[src/rtl/ring_shuttle_sstf_dispatcher_unit_macros.svh]
// ----------------------------------------------------------------------------
// Ring shuttle dispatcher assertion macros
// Shared forms for the concurrent checks of the dispatcher.
// ----------------------------------------------------------------------------
`ifndef RING_SHUTTLE_SSTF_DISPATCHER_UNIT_MACROS_SVH
`define RING_SHUTTLE_SSTF_DISPATCHER_UNIT_MACROS_SVH

// check outside reset
`define RSSD_ASSERT(lbl, prop, msg) \
  lbl: assert property (@(posedge clk) disable iff (rst) prop) else $error(msg);

// check that also covers the reset cycles
`define RSSD_ASSERT_RST(lbl, prop, msg) \
  lbl: assert property (@(posedge clk) prop) else $error(msg);

`endif

[src/rtl/rssd_pkg.sv]
// ----------------------------------------------------------------------------
// Ring shuttle dispatcher package
// Types and constants of the shortest-distance-first ring dispatcher.
// ----------------------------------------------------------------------------
`timescale 1ns / 1ps
`default_nettype none

package rssd_pkg;

  localparam int MAX_STATIONS = 16;

  localparam logic [1:0] REQ_TICK   = 2'd0;
  localparam logic [1:0] REQ_TARGET = 2'd1;
  localparam logic [1:0] REQ_CW     = 2'd2;
  localparam logic [1:0] REQ_CCW    = 2'd3;

  localparam logic signed [1:0] HEAD_IDLE = 2'sb00;
  localparam logic signed [1:0] HEAD_CW   = 2'sb01;
  localparam logic signed [1:0] HEAD_CCW  = 2'sb11;

  localparam logic REG_COUNT   = 1'b0;
  localparam logic REG_SPACING = 1'b1;

  typedef struct packed {
    logic [1:0] kind;
    logic [3:0] stop;
    logic [1:0] age;
  } entry_t;

  typedef enum logic [2:0] {
    S_IDLE,
    S_AGE,
    S_PICK,
    S_FIND,
    S_DROP,
    S_DONE
  } state_t;

endpackage

`default_nettype wire

[src/rtl/ring_shuttle_sstf_dispatcher_unit.sv]
// ----------------------------------------------------------------------------
// Ring shuttle dispatcher
// Shortest-distance-first dispatch of a shuttle round a ring of stations.
// ----------------------------------------------------------------------------
// A request (target or call) gives its done strobe in the cycle after the transfer.
// A tick runs up to four sweeps over the request memory, one entry per cycle:
// ageing and station clearing, the nearest-entry search, locating the chosen
// entry and compacting it out. Only when the shuttle is idle and picks a new
// task does a tick run all four; otherwise it runs the first sweep only. The
// request memory has a single read and a single write port. Results are
// shown for one cycle on done and cannot be held off by the receiver.
`timescale 1ns / 1ps
`default_nettype none

`include "ring_shuttle_sstf_dispatcher_unit_macros.svh"

module ring_shuttle_sstf_dispatcher_unit #(
  parameter int MAX_REQUESTS = 48
) (
  input  wire               clk,
  input  wire               rst,
  input  wire               start,
  output logic              busy,
  input  wire  [1:0]        req_type,
  input  wire  [4:0]        station,
  output logic              done,
  output logic [6:0]        position,
  output logic signed [1:0] heading,
  output logic              stopped_here,
  output logic              task_active,
  output logic [3:0]        task_station,
  output logic [15:0]       target_flags,
  output logic [15:0]       clockwise_flags,
  output logic [15:0]       counter_flags,
  input  wire               cfg_valid,
  output logic              cfg_ready,
  input  wire               cfg_index,
  input  wire  [4:0]        cfg_data
);

  localparam int CW = $clog2(MAX_REQUESTS + 1);
  localparam int AW = $clog2(MAX_REQUESTS);
  localparam int EW = $bits(rssd_pkg::entry_t);

  rssd_pkg::state_t state, state_next;

  logic [EW-1:0] mem [MAX_REQUESTS];
  logic [EW-1:0] mem_rdata;
  logic          mem_we;
  logic [AW-1:0] mem_waddr, mem_raddr;
  logic [EW-1:0] mem_wdata;

  logic [4:0]  station_count, station_count_next;
  logic [2:0]  station_spacing, station_spacing_next;
  logic [CW-1:0] count, count_next, idx, idx_next, wr_ptr, wr_ptr_next;
  logic          rd_vld, rd_vld_next;
  logic [AW-1:0] rd_ptr, rd_ptr_next, rm_ptr, rm_ptr_next;
  logic [6:0]  pos, pos_next;
  logic [3:0]  here, here_next;
  logic [2:0]  sub, sub_next;
  logic signed [1:0] head, head_next;
  logic [1:0]  task_kind, task_kind_next;
  logic [3:0]  task_stop, task_stop_next;
  logic [15:0] tgt_flags, tgt_flags_next, cw_flags, cw_flags_next;
  logic [15:0] ccw_flags, ccw_flags_next;
  logic        stopped, stopped_next, removed_any, removed_any_next;
  logic [7:0]  best, best_next;
  logic [1:0]  best_kind, best_kind_next;
  logic [3:0]  best_stop, best_stop_next;
  logic signed [1:0] best_dir, best_dir_next;

  logic [4:0]  eff_cnt;
  logic [2:0]  eff_sp;
  logic [6:0]  ring;
  logic [6:0]  mv_pos;
  logic [3:0]  mv_here;
  logic [2:0]  mv_sub;
  logic        issue, at_stn, arrive, rq_ok, flag_set, aged_rm, match;
  logic [3:0]  rq_s;
  logic [1:0]  aged;
  logic [6:0]  tp, cwd, ccd;
  logic [7:0]  cwd_raw;
  rssd_pkg::entry_t rd_e, wr_e;

  always_comb begin
    eff_cnt = (station_count < 5'd2) ? 5'd2 :
              (station_count > 5'(rssd_pkg::MAX_STATIONS)) ?
              5'(rssd_pkg::MAX_STATIONS) : station_count;
    eff_sp  = (station_spacing == 3'd0) ? 3'd1 : station_spacing;
    ring    = 7'({3'b000, eff_cnt} * {5'b00000, eff_sp});
  end

  // one step along the ring in the current heading
  always_comb begin
    mv_pos  = pos;
    mv_here = here;
    mv_sub  = sub;
    if (head == rssd_pkg::HEAD_CW) begin
      if (pos == 7'(ring - 7'd1)) begin
        mv_pos = '0; mv_here = '0; mv_sub = '0;
      end else begin
        mv_pos = 7'(pos + 7'd1);
        if (sub == 3'(eff_sp - 3'd1)) begin
          mv_sub = '0; mv_here = 4'(here + 4'd1);
        end else begin
          mv_sub = 3'(sub + 3'd1);
        end
      end
    end else if (head == rssd_pkg::HEAD_CCW) begin
      if (pos == 7'd0) begin
        mv_pos = 7'(ring - 7'd1); mv_here = 4'(eff_cnt - 5'd1);
        mv_sub = 3'(eff_sp - 3'd1);
      end else begin
        mv_pos = 7'(pos - 7'd1);
        if (sub == 3'd0) begin
          mv_sub = 3'(eff_sp - 3'd1); mv_here = 4'(here - 4'd1);
        end else begin
          mv_sub = 3'(sub - 3'd1);
        end
      end
    end
  end

  always_comb begin
    rd_e     = rssd_pkg::entry_t'(mem_rdata);
    at_stn   = (sub == 3'd0) && (task_kind != 2'd0);
    arrive   = at_stn && (here == task_stop);
    aged     = (rd_e.age == 2'd2) ? 2'd2 : 2'(rd_e.age + 2'd1);
    match    = (rd_e.kind == rssd_pkg::REQ_TARGET) ||
               ((head == rssd_pkg::HEAD_CW) && (rd_e.kind == rssd_pkg::REQ_CW)) ||
               ((head != rssd_pkg::HEAD_CW) && (rd_e.kind == rssd_pkg::REQ_CCW));
    aged_rm  = arrive ? (rd_e.stop == task_stop) :
               (at_stn && match && (rd_e.stop == here) && (aged == 2'd2));
    tp       = 7'({3'b000, rd_e.stop} * {4'b0000, eff_sp});
    cwd_raw  = {1'b0, tp} - {1'b0, pos};
    cwd      = cwd_raw[7] ? 7'(cwd_raw + {1'b0, ring}) : cwd_raw[6:0];
    ccd      = 7'(ring - cwd);
    rq_s     = 4'(station - 5'd1);
    rq_ok    = (station != 5'd0) && (station <= eff_cnt);
    flag_set = (req_type == rssd_pkg::REQ_TARGET) ? tgt_flags[rq_s] :
               (req_type == rssd_pkg::REQ_CW) ? cw_flags[rq_s] : ccw_flags[rq_s];
  end

  always_comb begin
    state_next           = state;
    station_count_next   = station_count;
    station_spacing_next = station_spacing;
    count_next     = count;
    idx_next       = idx;
    wr_ptr_next    = wr_ptr;
    rd_vld_next    = 1'b0;
    rd_ptr_next    = rd_ptr;
    rm_ptr_next    = rm_ptr;
    pos_next       = pos;
    here_next      = here;
    sub_next       = sub;
    head_next      = head;
    task_kind_next = task_kind;
    task_stop_next = task_stop;
    tgt_flags_next = tgt_flags;
    cw_flags_next  = cw_flags;
    ccw_flags_next = ccw_flags;
    stopped_next   = stopped;
    removed_any_next = removed_any;
    best_next      = best;
    best_kind_next = best_kind;
    best_stop_next = best_stop;
    best_dir_next  = best_dir;
    mem_we    = 1'b0;
    mem_waddr = wr_ptr[AW-1:0];
    mem_wdata = mem_rdata;
    mem_raddr = idx[AW-1:0];
    issue     = 1'b0;
    wr_e      = rd_e;
    done      = 1'b0;
    cfg_ready = (state == rssd_pkg::S_IDLE) && !start;

    unique case (state)
      rssd_pkg::S_IDLE: begin
        if (cfg_valid && cfg_ready) begin
          if (cfg_index == rssd_pkg::REG_COUNT) station_count_next = cfg_data;
          else station_spacing_next = cfg_data[2:0];
          count_next = '0; pos_next = '0; here_next = '0; sub_next = '0;
          head_next = rssd_pkg::HEAD_IDLE; task_kind_next = '0; task_stop_next = '0;
          tgt_flags_next = '0; cw_flags_next = '0; ccw_flags_next = '0;
        end
        if (start) begin
          stopped_next = 1'b0;
          idx_next = '0; wr_ptr_next = '0; removed_any_next = 1'b0;
          if (req_type == rssd_pkg::REQ_TICK) begin
            state_next = rssd_pkg::S_AGE;
          end else begin
            state_next = rssd_pkg::S_DONE;
            if (rq_ok && !flag_set && (count < CW'(MAX_REQUESTS))) begin
              unique case (req_type)
                rssd_pkg::REQ_TARGET: tgt_flags_next[rq_s] = 1'b1;
                rssd_pkg::REQ_CW:     cw_flags_next[rq_s] = 1'b1;
                default:              ccw_flags_next[rq_s] = 1'b1;
              endcase
              wr_e.kind = req_type; wr_e.stop = rq_s; wr_e.age = 2'd0;
              mem_we = 1'b1; mem_waddr = count[AW-1:0]; mem_wdata = wr_e;
              count_next = CW'(count + CW'(1));
            end
          end
        end
      end

      rssd_pkg::S_AGE: begin
        issue = (idx != count);
        if (issue) idx_next = CW'(idx + CW'(1));
        rd_vld_next = issue;
        if (rd_vld) begin
          if (aged_rm) begin
            removed_any_next = 1'b1;
          end else begin
            wr_e.age = aged;
            mem_we = 1'b1; mem_wdata = wr_e;
            wr_ptr_next = CW'(wr_ptr + CW'(1));
          end
        end
        if (!issue && !rd_vld) begin
          count_next = wr_ptr;
          idx_next = '0; wr_ptr_next = '0;
          state_next = rssd_pkg::S_DONE;
          if (arrive) begin
            tgt_flags_next[task_stop] = 1'b0;
            cw_flags_next[task_stop]  = 1'b0;
            ccw_flags_next[task_stop] = 1'b0;
            task_kind_next = '0; head_next = rssd_pkg::HEAD_IDLE;
            stopped_next = 1'b1;
          end else if (at_stn && removed_any) begin
            tgt_flags_next[here] = 1'b0;
            if (head == rssd_pkg::HEAD_CW) cw_flags_next[here] = 1'b0;
            else ccw_flags_next[here] = 1'b0;
            stopped_next = 1'b1;
          end else if (task_kind == 2'd0) begin
            if (wr_ptr == '0) begin
              head_next = rssd_pkg::HEAD_IDLE;
            end else begin
              best_next = 8'({1'b0, ring} + 8'd1);
              state_next = rssd_pkg::S_PICK;
            end
          end else begin
            pos_next = mv_pos; here_next = mv_here; sub_next = mv_sub;
          end
        end
      end

      rssd_pkg::S_PICK: begin
        // newest first: walk the memory downwards
        issue = (idx != count);
        mem_raddr = AW'(CW'(count - CW'(1) - idx));
        if (issue) idx_next = CW'(idx + CW'(1));
        rd_vld_next = issue;
        if (rd_vld) begin
          if (cwd <= ccd) begin
            if ({1'b0, cwd} <= best) begin
              best_next = {1'b0, cwd}; best_dir_next = rssd_pkg::HEAD_CW;
              best_kind_next = rd_e.kind; best_stop_next = rd_e.stop;
            end
          end else if ({1'b0, ccd} < best) begin
            best_next = {1'b0, ccd}; best_dir_next = rssd_pkg::HEAD_CCW;
            best_kind_next = rd_e.kind; best_stop_next = rd_e.stop;
          end
        end
        if (!issue && !rd_vld) begin
          task_kind_next = best_kind; task_stop_next = best_stop;
          head_next = best_dir;
          idx_next = '0;
          state_next = rssd_pkg::S_FIND;
        end
      end

      rssd_pkg::S_FIND: begin
        issue = (idx != count);
        if (issue) begin
          idx_next = CW'(idx + CW'(1));
          rd_ptr_next = idx[AW-1:0];
        end
        rd_vld_next = issue;
        if (rd_vld && (rd_e.kind == task_kind) && (rd_e.stop == task_stop))
          rm_ptr_next = rd_ptr;
        if (!issue && !rd_vld) begin
          idx_next = '0; wr_ptr_next = '0;
          state_next = rssd_pkg::S_DROP;
        end
      end

      rssd_pkg::S_DROP: begin
        issue = (idx != count);
        if (issue) begin
          idx_next = CW'(idx + CW'(1));
          rd_ptr_next = idx[AW-1:0];
        end
        rd_vld_next = issue;
        if (rd_vld && (rd_ptr != rm_ptr)) begin
          mem_we = 1'b1;
          wr_ptr_next = CW'(wr_ptr + CW'(1));
        end
        if (!issue && !rd_vld) begin
          count_next = wr_ptr;
          idx_next = '0; wr_ptr_next = '0;
          pos_next = mv_pos; here_next = mv_here; sub_next = mv_sub;
          state_next = rssd_pkg::S_DONE;
        end
      end

      rssd_pkg::S_DONE: begin
        done = 1'b1;
        state_next = rssd_pkg::S_IDLE;
      end

      default: state_next = rssd_pkg::S_IDLE;
    endcase
  end

  always_ff @(posedge clk) begin
    if (mem_we) mem[mem_waddr] <= mem_wdata;
    mem_rdata <= mem[mem_raddr];
  end

  always_ff @(posedge clk) begin
    if (rst) begin
      state <= rssd_pkg::S_IDLE;
      station_count <= 5'd10;
      station_spacing <= 3'd2;
      count <= '0; idx <= '0; wr_ptr <= '0; rd_vld <= 1'b0;
      pos <= '0; here <= '0; sub <= '0;
      head <= rssd_pkg::HEAD_IDLE;
      task_kind <= '0; task_stop <= '0;
      tgt_flags <= '0; cw_flags <= '0; ccw_flags <= '0;
      stopped <= 1'b0; removed_any <= 1'b0;
    end else begin
      state <= state_next;
      station_count <= station_count_next;
      station_spacing <= station_spacing_next;
      count <= count_next; idx <= idx_next; wr_ptr <= wr_ptr_next;
      rd_vld <= rd_vld_next;
      pos <= pos_next; here <= here_next; sub <= sub_next;
      head <= head_next;
      task_kind <= task_kind_next; task_stop <= task_stop_next;
      tgt_flags <= tgt_flags_next; cw_flags <= cw_flags_next;
      ccw_flags <= ccw_flags_next;
      stopped <= stopped_next; removed_any <= removed_any_next;
    end
  end

  always_ff @(posedge clk) begin
    rd_ptr <= rd_ptr_next;
    rm_ptr <= rm_ptr_next;
    best <= best_next;
    best_kind <= best_kind_next;
    best_stop <= best_stop_next;
    best_dir <= best_dir_next;
  end

  assign busy            = (state != rssd_pkg::S_IDLE);
  assign position        = pos;
  assign heading         = head;
  assign stopped_here    = stopped;
  assign task_active     = (task_kind != 2'd0);
  assign task_station    = task_stop;
  assign target_flags    = tgt_flags;
  assign clockwise_flags = cw_flags;
  assign counter_flags   = ccw_flags;

  `RSSD_ASSERT(a_count_bound, count <= CW'(MAX_REQUESTS), "request count overflow")
  `RSSD_ASSERT(a_done_idle, done |=> !busy, "busy after result transfer")
  `RSSD_ASSERT(a_task_heading, (task_kind != 2'd0) |-> (head != rssd_pkg::HEAD_IDLE), "task without heading")
  `RSSD_ASSERT(a_compact, wr_ptr <= idx, "compaction write overtook read")
  `RSSD_ASSERT_RST(a_reset, rst |=> (state == rssd_pkg::S_IDLE) && (count == '0), "reset state wrong")

endmodule

`default_nettype wire

[config.mk]
export PLATFORM = sky130hd
export DESIGN_NAME = ring_shuttle_sstf_dispatcher_unit
export DESIGN_NICKNAME = d
export VERILOG_FILES = /design/src/rtl/rssd_pkg.sv /design/src/rtl/ring_shuttle_sstf_dispatcher_unit.sv
export VERILOG_INCLUDE_DIRS = /design/src /design/src/rtl
export SDC_FILE = /design/constraint.sdc
export NUM_CORES = 1
export LEC_CHECK = 0
export BUFFER_PORTS_ARGS = -buffer_cell sky130_fd_sc_hd__buf_2
export CAP_MARGIN = 20
export CORE_UTILIZATION = 32
export DETAILED_ROUTE_END_ITERATION = 8
export GPL_TIMING_DRIVEN = 0
export PLACE_DENSITY = 0.45
export SETUP_SLACK_MARGIN = 0.02
export SYNTH_ARGS = -nofsm -noshare
export SYNTH_HDL_FRONTEND = slang
export SYNTH_SLANG_ARGS = --single-unit
export TNS_END_PERCENT = 10
[constraint.sdc]
create_clock -name clk -period 8.12 [get_ports clk]
set_clock_uncertainty 0.1 [all_clocks]
set_input_delay 0.812 -clock clk [delete_from_list [all_inputs] [get_ports clk]]
set_output_delay 0.812 -clock clk [all_outputs]
set_load 0.02 [all_outputs]
Word level (Yosys, flattened, before mapping):

Memories as Yosys holds them, arrays and structs flattened. A register that Yosys moved wholly into a read port is not among the register bits.
Cells that the tools add are included.

* memories kept: 1
* RAM bits: 384
* output and inout bits: 66
* flip-flop bits (word level): 130
* input port bits: 17
* logic and storage cells: 373
* memory bits (read-only): 0
* bits in latches: 0

Memories
* mem: words 48, width 8, read ports 1, clocked after Yosys merged registers in 1, write ports 1, RTL line ring_shuttle_sstf_dispatcher_unit.sv:47 `logic [EW-1:0] mem [MAX_REQUESTS];`

* order comparisons: 13
* add/subtract/negate cells: 20
* eq/ne operators: 52
* bitwise logic cells: 13
* mux-type cells: 179
* reductions and logical operators: 69
* multiply operators: 2
* shift operators: 0
* div/mod/pow operators: 0

Operator list (number)
* $mux W16: 29
* $mux W6: 19
* $and A16 B16 Y16: 6
* $mux W8: 12
* $pmux W16 S2: 3
* $mux W7: 11
* $mux W3: 23
* $mux W4: 16
* $or A16 B16 Y16: 3
* $mux W2: 19
* $ne A3 B3 Y1 const B: 11
* $not A16 Y16: 2
* $pmux W8 S2: 2
* $ne A2 B2 Y1 const B: 15
* $mux W1: 24
* $pmux W6 S2: 2
* $pmux W6 S4: 1
* $pmux W7 S3: 1
* $logic_and A1 B1 Y1: 20
* $reduce_and A4 Y1: 5
* $add A6 B1 Y6 const B: 3
* $lt A4 B5 Y1 const B: 3
* $pmux W3 S5: 1
* $reduce_and A3 Y1: 5
* 62 further kinds: 112

Logic depth before layout (Yosys ltp):

Gate-level depths: netlist (run 1).

* word-level depth: 14
* mapped depth: 31

Worst setup path before layout (run 1):

No wires, ideal clock.

* path kind: reg2reg
* start point: register station_spacing[2]
* end point: register best_dir[1] (enable)
* required time: 7.660 ns
* setup time: 0.360 ns
* buffers on the path: 3
* path slack: 0.846 ns
* period minus slack after synthesis: 7.274 ns
* arrival: 6.815 ns
* cell stages (with the launch flop): 30
* cells stage by stage: dfxtp_1 > clkbuf_1 > nand2_1 > fa_1 > fa_1 > fa_1 > nand2b_1 > a21o_1 > a211oi_1 > buf_2 > mux2i_1 > inv_1 > ha_1 > inv_1 > fa_1 > nand2_1 > nand2_1 > a21oi_1 > maj3_2 > maj3_1 > xnor2_1 > inv_1 > ha_1 > and4_1 > a32o_1 > nand4_1 > o311a_1 > buf_6 > mux2_4 > nor2_1

* cells in the longest elaborated chain, start to end: 10
* elaborated cells on any way between the ends: 14
* classes of those cells: add/sub (3); mul (2); order compare (3); eq/ne (1); mux (2); reduce/logical (3)

Ends and longest elaborated chain
* start, declared: RTL line ring_shuttle_sstf_dispatcher_unit.sv:54 `logic [2:0] station_spacing, station_spacing_next;`
* start signal, assigned: RTL line ring_shuttle_sstf_dispatcher_unit.sv:336 `station_spacing <= station_spacing_next;`
* $logic_not A3 Y1: RTL line ring_shuttle_sstf_dispatcher_unit.sv:89 `eff_sp = (station_spacing == 3'd0) ? 3'd1 : station_spacing;`
* $mux W3 *: RTL line ring_shuttle_sstf_dispatcher_unit.sv:89
* $mul A4 B3 Y7: RTL line ring_shuttle_sstf_dispatcher_unit.sv:134 `tp = 7'({3'b000, rd_e.stop} * {4'b0000, eff_sp});`
* $sub A7 B7 Y8: RTL line ring_shuttle_sstf_dispatcher_unit.sv:135 `cwd_raw = {1'b0, tp} - {1'b0, pos};`
* $add A7 B7 Y7: RTL line ring_shuttle_sstf_dispatcher_unit.sv:136 `cwd = cwd_raw[7] ? 7'(cwd_raw + {1'b0, ring}) : cwd_raw[6:0];`
* $mux W7: RTL line ring_shuttle_sstf_dispatcher_unit.sv:136
* $sub A7 B7 Y7: RTL line ring_shuttle_sstf_dispatcher_unit.sv:137 `ccd = 7'(ring - cwd);`
* $le A7 B7 Y1 or $lt A7 B8 Y1 (tied branches): RTL line ring_shuttle_sstf_dispatcher_unit.sv:256, ring_shuttle_sstf_dispatcher_unit.sv:261
* $ne A2 B1 Y1 (no line) or $reduce_bool A2 Y1 (tied branches)
* $reduce_and A4 Y1 (no line) *
* end signal, assigned: RTL line ring_shuttle_sstf_dispatcher_unit.sv:354 `best_dir <= best_dir_next;`
* end, declared: RTL line ring_shuttle_sstf_dispatcher_unit.sv:70 `logic signed [1:0] best_dir, best_dir_next;`

Every way passes the cells marked *; elsewhere a longest branch is shown, timed or not.
A chain may end at the register's enable or synchronous reset.

Final worst setup path (run 1):

* start point: register station_spacing[2]
* end point: register best[7] (enable)

* cells in the longest elaborated chain, start to end: 10
* elaborated cells on any way between the ends: 14
* classes of those cells: add/sub (3); mul (2); order compare (3); eq/ne (2); mux (2); reduce/logical (2)

Ends and longest elaborated chain
* $logic_not A3 Y1: RTL line ring_shuttle_sstf_dispatcher_unit.sv:89
* $mux W3 *: RTL line ring_shuttle_sstf_dispatcher_unit.sv:89
* $mul A4 B3 Y7: RTL line ring_shuttle_sstf_dispatcher_unit.sv:134
* $sub A7 B7 Y8: RTL line ring_shuttle_sstf_dispatcher_unit.sv:135
* $add A7 B7 Y7: RTL line ring_shuttle_sstf_dispatcher_unit.sv:136
* $mux W7: RTL line ring_shuttle_sstf_dispatcher_unit.sv:136
* $sub A7 B7 Y7: RTL line ring_shuttle_sstf_dispatcher_unit.sv:137
* $lt A7 B8 Y1 or $le A7 B7 Y1 (tied branches): RTL line ring_shuttle_sstf_dispatcher_unit.sv:261, ring_shuttle_sstf_dispatcher_unit.sv:256
* $ne A3 B3 Y1 (no line)
* $reduce_and A9 Y1 (no line) *
* end signal, assigned: RTL line ring_shuttle_sstf_dispatcher_unit.sv:351 `best <= best_next;`
* end, declared: RTL line ring_shuttle_sstf_dispatcher_unit.sv:67 `logic [7:0] best, best_next;`

Marks and branches as above.

==> impl_metrics.env, run 1 <==
export IMPL_min_to="station_count[3]"
export IMPL_comb_power_share=0.569
export IMPL_totalWireLength_mm=89.0
export IMPL_grt_pass1_vias=20264
export IMPL_insertion_delay_ps=640
export IMPL_relSlewSlack=0.251
export IMPL_cp_data_required_time_ps=8360
export IMPL_port_buffers=81
export IMPL_p_sw_frac=0.443
export IMPL_reg2reg_slack_ps=450
export IMPL_pre_cts_slack_ps=-519
export IMPL_slew_violations=0
export IMPL_cp_start_kind="register"
export IMPL_synthArstFlopShare=0
export IMPL_vias_per_cell=5.48
export IMPL_avgRoutedWirePerCell_um=23.6
export IMPL_pwr_share_clk=0.192
export IMPL_p_seq_frac=0.239
export IMPL_finalNonFillerCells=3777
export IMPL_clkTransAtPathRegs_ps=60
export IMPL_start_util=0.324
export IMPL_nets=2772
export IMPL_crit_type="register to register"
export IMPL_grt_setup_unrepaired="no"
export IMPL_whs_ps=283
export IMPL_fin_tns_setup_ps=0
export IMPL_timing_rr_end="best[7]"
export IMPL_cts_root_buffer="clkbuf_16"
export IMPL_cts_sinks=521
export IMPL_synth_edf_count=411
export IMPL_ff2ff_path_depth=30
export IMPL_rows=105
export IMPL_cp_data_arrival_time_ps=7910
export IMPL_netlist_top_cells_area="edfxtp_1, dfxtp_1, nand2_1"
export IMPL_mostFrequentLayoutCells="edfxtp_1, nand2_1, nor2_1"
export IMPL_syn_cell_area_sq_um=26700
export IMPL_hold_class="input pin to register"
export IMPL_num_antenna_cells=0
export IMPL_cp_max_fo=10
export IMPL_hold_viol=0
export IMPL_synth_cells=2504
export IMPL_layout_setup_ws_ps=447
export IMPL_syn_area_per_cell_sq_um=10.7
export IMPL_worstMarginPinSlew_ps=1120
export IMPL_synth_seq_area_share=0.545
export IMPL_drtIter0Drc=1608
export IMPL_synthFlopType="edfxtp_1"
export IMPL_fmax_mhz=130
export IMPL_synth_distinct_cells=98
export IMPL_drc=0
export IMPL_cp_end_kind="register"
export IMPL_drive_gt1_frac=0.112
export IMPL_cts_tree="done"
export IMPL_cts_buffers=59
export IMPL_grt_use_total=0.207
export IMPL_ant_nets=0
export IMPL_cts_max_level=2
export IMPL_post_route_min_period_ps=7670
export IMPL_synthesis_nets=2618
export IMPL_critPathMostFrequentCell="fa_1"
export IMPL_hold_buffers=0
export IMPL_synth_seq_cells=521
export IMPL_setup_viol=0
export IMPL_die_height_um=291
export IMPL_gp_congestion=0.906
export IMPL_power_density_nw_per_um2=479
export IMPL_hold_start="cfg_data[3]"
export IMPL_hold_depth=2
export IMPL_status="complete, no violations"
export IMPL_max_cap_viol_count=0
export IMPL_antenna_found_initial=1
export IMPL_crit_path_top_delay_cell="fa_1"
export IMPL_leakage_nw=10.8
export IMPL_ioPinCount=83
export IMPL_areaGrowthSynthToFinish_pct=15.5
export IMPL_synth_area_leader_cell="edfxtp_1"
export IMPL_switchingPower_mw=6.54
export IMPL_die_area_sq_um=84500
export IMPL_dp_cells=3665
export IMPL_peakVddDrop_uv=975
export IMPL_core_sq_um=82200
export IMPL_route_vias_total=20690
export IMPL_cpPeakStageDelay_ps=550
export IMPL_grt_max_degree=49
export IMPL_crit_path_start="station_spacing[2]"
export IMPL_rr_startpoint="station_spacing[2]"
export IMPL_die_w_um=291
export IMPL_first_pass_iters=5
export IMPL_timing_final_crit_share=0.945
export IMPL_grt_pass1_wl_mm=133
export IMPL_synthDominantCellAreaShare=0.463
export IMPL_overflow=0
export IMPL_yosysWarnings=0
export IMPL_layout_commonest_cell="edfxtp_1"
export IMPL_dp_hpwl_mm=64.7
export IMPL_intPower_mw=8.23
export IMPL_clockBufferDepth=3
==> routing by layer <==
| layer | part of all wire | vias up | GRT usage |
|---|---|---|---|
| li1 | - | 9581 | - |
| met1 | 0.44 | 10408 | 0.272 |
| met2 | 0.49 | 578 | 0.360 |
| met3 | 0.048 | 121 | 0.0245 |
| met4 | 0.023 | 2 | 0.0520 |
| met5 | 0.00015 | - | 0 |
==> cells in the mapped netlist, drive strengths merged, types with 24 or more instances <==
library cell / number
nor2: 166
xnor2: 52
edfxtp: 411
nand3: 93
dfxtp: 110
nand2b: 26
inv: 94
and2: 94
buf: 43
a311oi: 36
a31oi: 60
nand2: 364
clkbuf: 118
a21oi: 143
a311o: 24
nor3: 31
o21ai: 131
a211oi: 105
ha: 83
==> worst max-delay path by stage <==
stage | end
after floorplan | best_dir[1]
final | best[7]
after global routing | best[0]
after global placement | mem[0][3]
after CTS | best[7]
after detailed placement | best_stop[1]
==> stage by stage <==
step	util	power, mW	cell area [sq um]
2_1_floorplan	-	9.24	26700
3_3_place_gp	0.346	11.7	28400
3_5_place_dp	0.349	11.9	28700
4_1_cts	0.374	14.8	30800
5_1_grt	0.375	15.9	30800
6_report	0.375	14.8	30800
==> worst max-delay path: cells and delay by family, from the launching register on <==
kind                     cells  cell delay [ps]
AO/OA/AOI/OAI                6             1200
XOR/XNOR                     1              240
adder cells (fa/ha/maj)      8             2980
multiplexers                 2              670
AND/OR/NAND/NOR              6              730
buffers and inverters        7             1090
flip-flops                   1              370
==> flip-flops by register name, summed over array words and instances, names as in the netlist, 4 cells and up <==
| signal | count |
|---|---|
| rm_ptr | 6 |
| mem_rdata | 8 |
| task_station | 4 |
| here | 4 |
| target_flags | 16 |
| count | 6 |
| mem | 384 |
| idx | 6 |
| rd_ptr | 6 |
| clockwise_flags | 16 |
| position | 7 |
| best | 8 |
| station_count | 5 |
| wr_ptr | 6 |
| counter_flags | 16 |
| best_stop | 4 |
==> repair_timing <==
item,CTS,global route
gates resized for setup,8,8
pin swaps,0,1
buffers inserted,0,1
endpoints found under the setup margin,15,15
==> kinds of logic (layout without fill, tap and decap cells) <==
logic type / Yosys count / after routing / share of synthesized area
AO/OA/AOI/OAI: 638 / 638 / 0.163
XOR/XNOR: 76 / 76 / 0.0265
adder cells (fa/ha/maj): 99 / 99 / 0.0502
AND/OR/NAND/NOR: 879 / 879 / 0.155
buffers and inverters: 255 / 458 / 0.0390
flip-flops: 521 / 521 / 0.545
multiplexers: 36 / 36 / 0.0205
==> power by group through the flow <==
stage          combinational, mW  clock [mW]  sequential, mW
6_report                    8.41        2.83            3.53
3_3_place_gp                8.05           0            3.63
3_5_place_dp                8.30           0            3.58
4_1_cts                     8.41        2.88            3.53
5_1_grt                     9.36        2.99            3.54
2_1_floorplan               5.69           0            3.55
==> final cells by class <==
type,instances,area [sq um]
Timing Repair Buffer,93,638
Tap cell,1070,1340
Fill cell,8200,51400
Multi-Input combinational cell,1728,11200
Buffer,161,693
Clock buffer,73,1580
Clock inverter,37,474
Sequential cell,521,14500
Inverter,94,353
No activity file was read; power rests on OpenSTA's default activity.
==> inputs of run 2 (changes only) <==
--- a/config.mk
+++ b/config.mk
@@ -8,11 +8,14 @@
 export LEC_CHECK = 0
 export BUFFER_PORTS_ARGS = -buffer_cell sky130_fd_sc_hd__buf_2
 export CAP_MARGIN = 20
+export CELL_PAD_IN_SITES_DETAIL_PLACEMENT = 0
+export CELL_PAD_IN_SITES_GLOBAL_PLACEMENT = 1
 export CORE_UTILIZATION = 32
 export DETAILED_ROUTE_END_ITERATION = 8
 export GPL_TIMING_DRIVEN = 0
-export PLACE_DENSITY = 0.45
+export PLACE_DENSITY = 0.53
 export SETUP_SLACK_MARGIN = 0.02
+export SLEW_MARGIN = 40
 export SYNTH_ARGS = -nofsm -noshare
 export SYNTH_HDL_FRONTEND = slang
 export SYNTH_SLANG_ARGS = --single-unit
==> run 2 against run 1 <==
Hold slack improved by 4.4 ps; clock-buffer cell count increased by 9; routed wire length is 1.7% higher; non-clock buffer count unchanged; combinational power up 0.6%; flip-flop and latch count unchanged; sequential power about the same; final cell count is the same; clock power shrank 7.1%; highest routed layer is now met4; worst setup slack got worse by 53 ps; utilization down 0.11 points.
==> impl_metrics.env, run 2 (synthesis gave the netlist of run 1 again) <==
export IMPL_cp_data_arrival_time_ps=7940
export IMPL_drive_gt1_frac=0.112
export IMPL_overflow=0
export IMPL_die_w_um=291
export IMPL_clkTransAtPathRegs_ps=60
export IMPL_ioPinCount=83
export IMPL_grt_max_degree=49
export IMPL_first_pass_iters=6
export IMPL_fin_util=0.374
export IMPL_critPathMostFrequentCell="fa_1"
export IMPL_slew_violations=0
export IMPL_antenna_found_initial=1
export IMPL_largest_register_ffs=384
export IMPL_peakVddDrop_uv=1010
export IMPL_port_buffers=81
export IMPL_leakage_nw=10.7
export IMPL_dp_hpwl_mm=66.6
export IMPL_timing_final_crit_share=0.952
export IMPL_fmax_mhz=129
export IMPL_fin_area_sq_um=30700
export IMPL_clockBufferDepth=3
export IMPL_areaGrowthSynthToFinish_pct=15.2
export IMPL_path_buf_inv=7
export IMPL_dpl_cell_area_sq_um=28700
export IMPL_route_vias_total=20443
export IMPL_power_density_nw_per_um2=476
export IMPL_hold_buffers=0
export IMPL_cp_data_required_time_ps=8340
export IMPL_cts_tree="done"
export IMPL_rows=105
export IMPL_avgRoutedWirePerCell_um=24.0
export IMPL_cpPeakStageDelay_ps=540
export IMPL_grt_setup_unrepaired="no"
export IMPL_gp_congestion=0.905
export IMPL_cp_start_kind="register"
export IMPL_layout_commonest_cell="edfxtp_1"
export IMPL_max_cap_viol_count=0
export IMPL_grt_use_total=0.211
export IMPL_cp_end_kind="register"
export IMPL_reg2reg_slack_ps=390
export IMPL_fin_tns_setup_ps=0
export IMPL_setup_viol=0
export IMPL_hold_viol=0
export IMPL_crit_type="register to register"
export IMPL_nets=2773
export IMPL_crit_path_top_delay_cell="fa_1"
export IMPL_core_sq_um=82200
export IMPL_cts_sinks=521
export IMPL_drtIter0Drc=1730
export IMPL_insertion_delay_ps=650
export IMPL_num_antenna_cells=0
export IMPL_drc=0
export IMPL_grt_pass1_wl_mm=134
export IMPL_fill_cells=8202
export IMPL_cts_root_buffer="clkbuf_16"
export IMPL_ant_nets=0
export IMPL_cts_max_level=2
export IMPL_start_util=0.324
export IMPL_die_height_um=291
export IMPL_relSlewSlack=0.368
export IMPL_post_route_min_period_ps=7730
export IMPL_worstMarginPinSlew_ps=935
export IMPL_cp_max_fo=10
export IMPL_top_register="mem"
export IMPL_vias_per_cell=5.41
export IMPL_cp_top_family="adder cells"
export IMPL_status="complete, no violations"
export IMPL_grt_pass1_vias=19900
export IMPL_die_area_sq_um=84500
export IMPL_cts_buffers=60
export IMPL_hold_class="input pin to register"
export IMPL_mostFrequentLayoutCells="edfxtp_1, nand2_1, nor2_1"
export IMPL_totalWireLength_mm=90.6
run 2: cell types whose count changed in the layout (fill, tap and decap cells not counted), moves of 4 or more:
cell,delta
a31oi_1,-4
buf_12,-4
buf_16,-4
buf_6,+4
buf_8,+8
bufinv_16,-5
clkbuf_1,+7
clkinv_1,+7
clkinv_2,-6
mux2_2,-5
mux2_4,+5
nor2_1,-5
nor2_2,+5
run 2: what timing repair did:
| item | CTS | global route |
|---|---|---|
| setup endpoints to repair | 15 | 16 |
| gates resized for setup | 8 | 9 |
| pin swaps | 0 | 1 |
| setup buffers | 0 | 1 |
run 2: area by class of cell:
type	count	area [sq um]	share of cell area
Buffer	161	702	0.0228
Clock buffer	82	1620	0.0529
Clock inverter	28	278	0.00904
Inverter	94	353	0.0115
Multi-Input combinational cell	1728	11300	0.368
Sequential cell	521	14500	0.473
Tap cell	1070	1340	0.0436
Timing Repair Buffer	93	579	0.0189
run 2: worst paths after layout:
kind,start,endpoint,cells after the start
worst min-delay path,cfg_data[3],station_count[3],2
worst max-delay path,station_spacing[2],best[2],30
worst min register to register,rd_ptr[4],rm_ptr[4],0
worst max register to register,station_spacing[2],best[2],30
run 2: report_power, final:
part           switching [mW]  internal (mW)
Sequential              0.151           3.38
Clock                    1.11           1.52
Combinational            5.30           3.16
Total                    6.56           8.07
run 2: metal layers:
layer,share of wire,wire length (um),GRT usage,vias up
met4,0.021,1920,0.0515,0
li1,-,-,-,9573
met1,0.45,40700,0.288,10240
met5,0,0,0,-
met3,0.045,4040,0.0245,100
met2,0.49,44000,0.355,530
run 2: per-stage QoR:
stage	cells	hold slack [ps]	total power, mW	setup slack (ps)
floorplan	2504	330	9.24	846
global placement	3655	354	11.8	-1320
detailed placement	3666	358	11.9	-679
CTS	3776	251	14.7	45.2
global route	3777	281	15.7	16.3
finish	3777	288	14.6	393
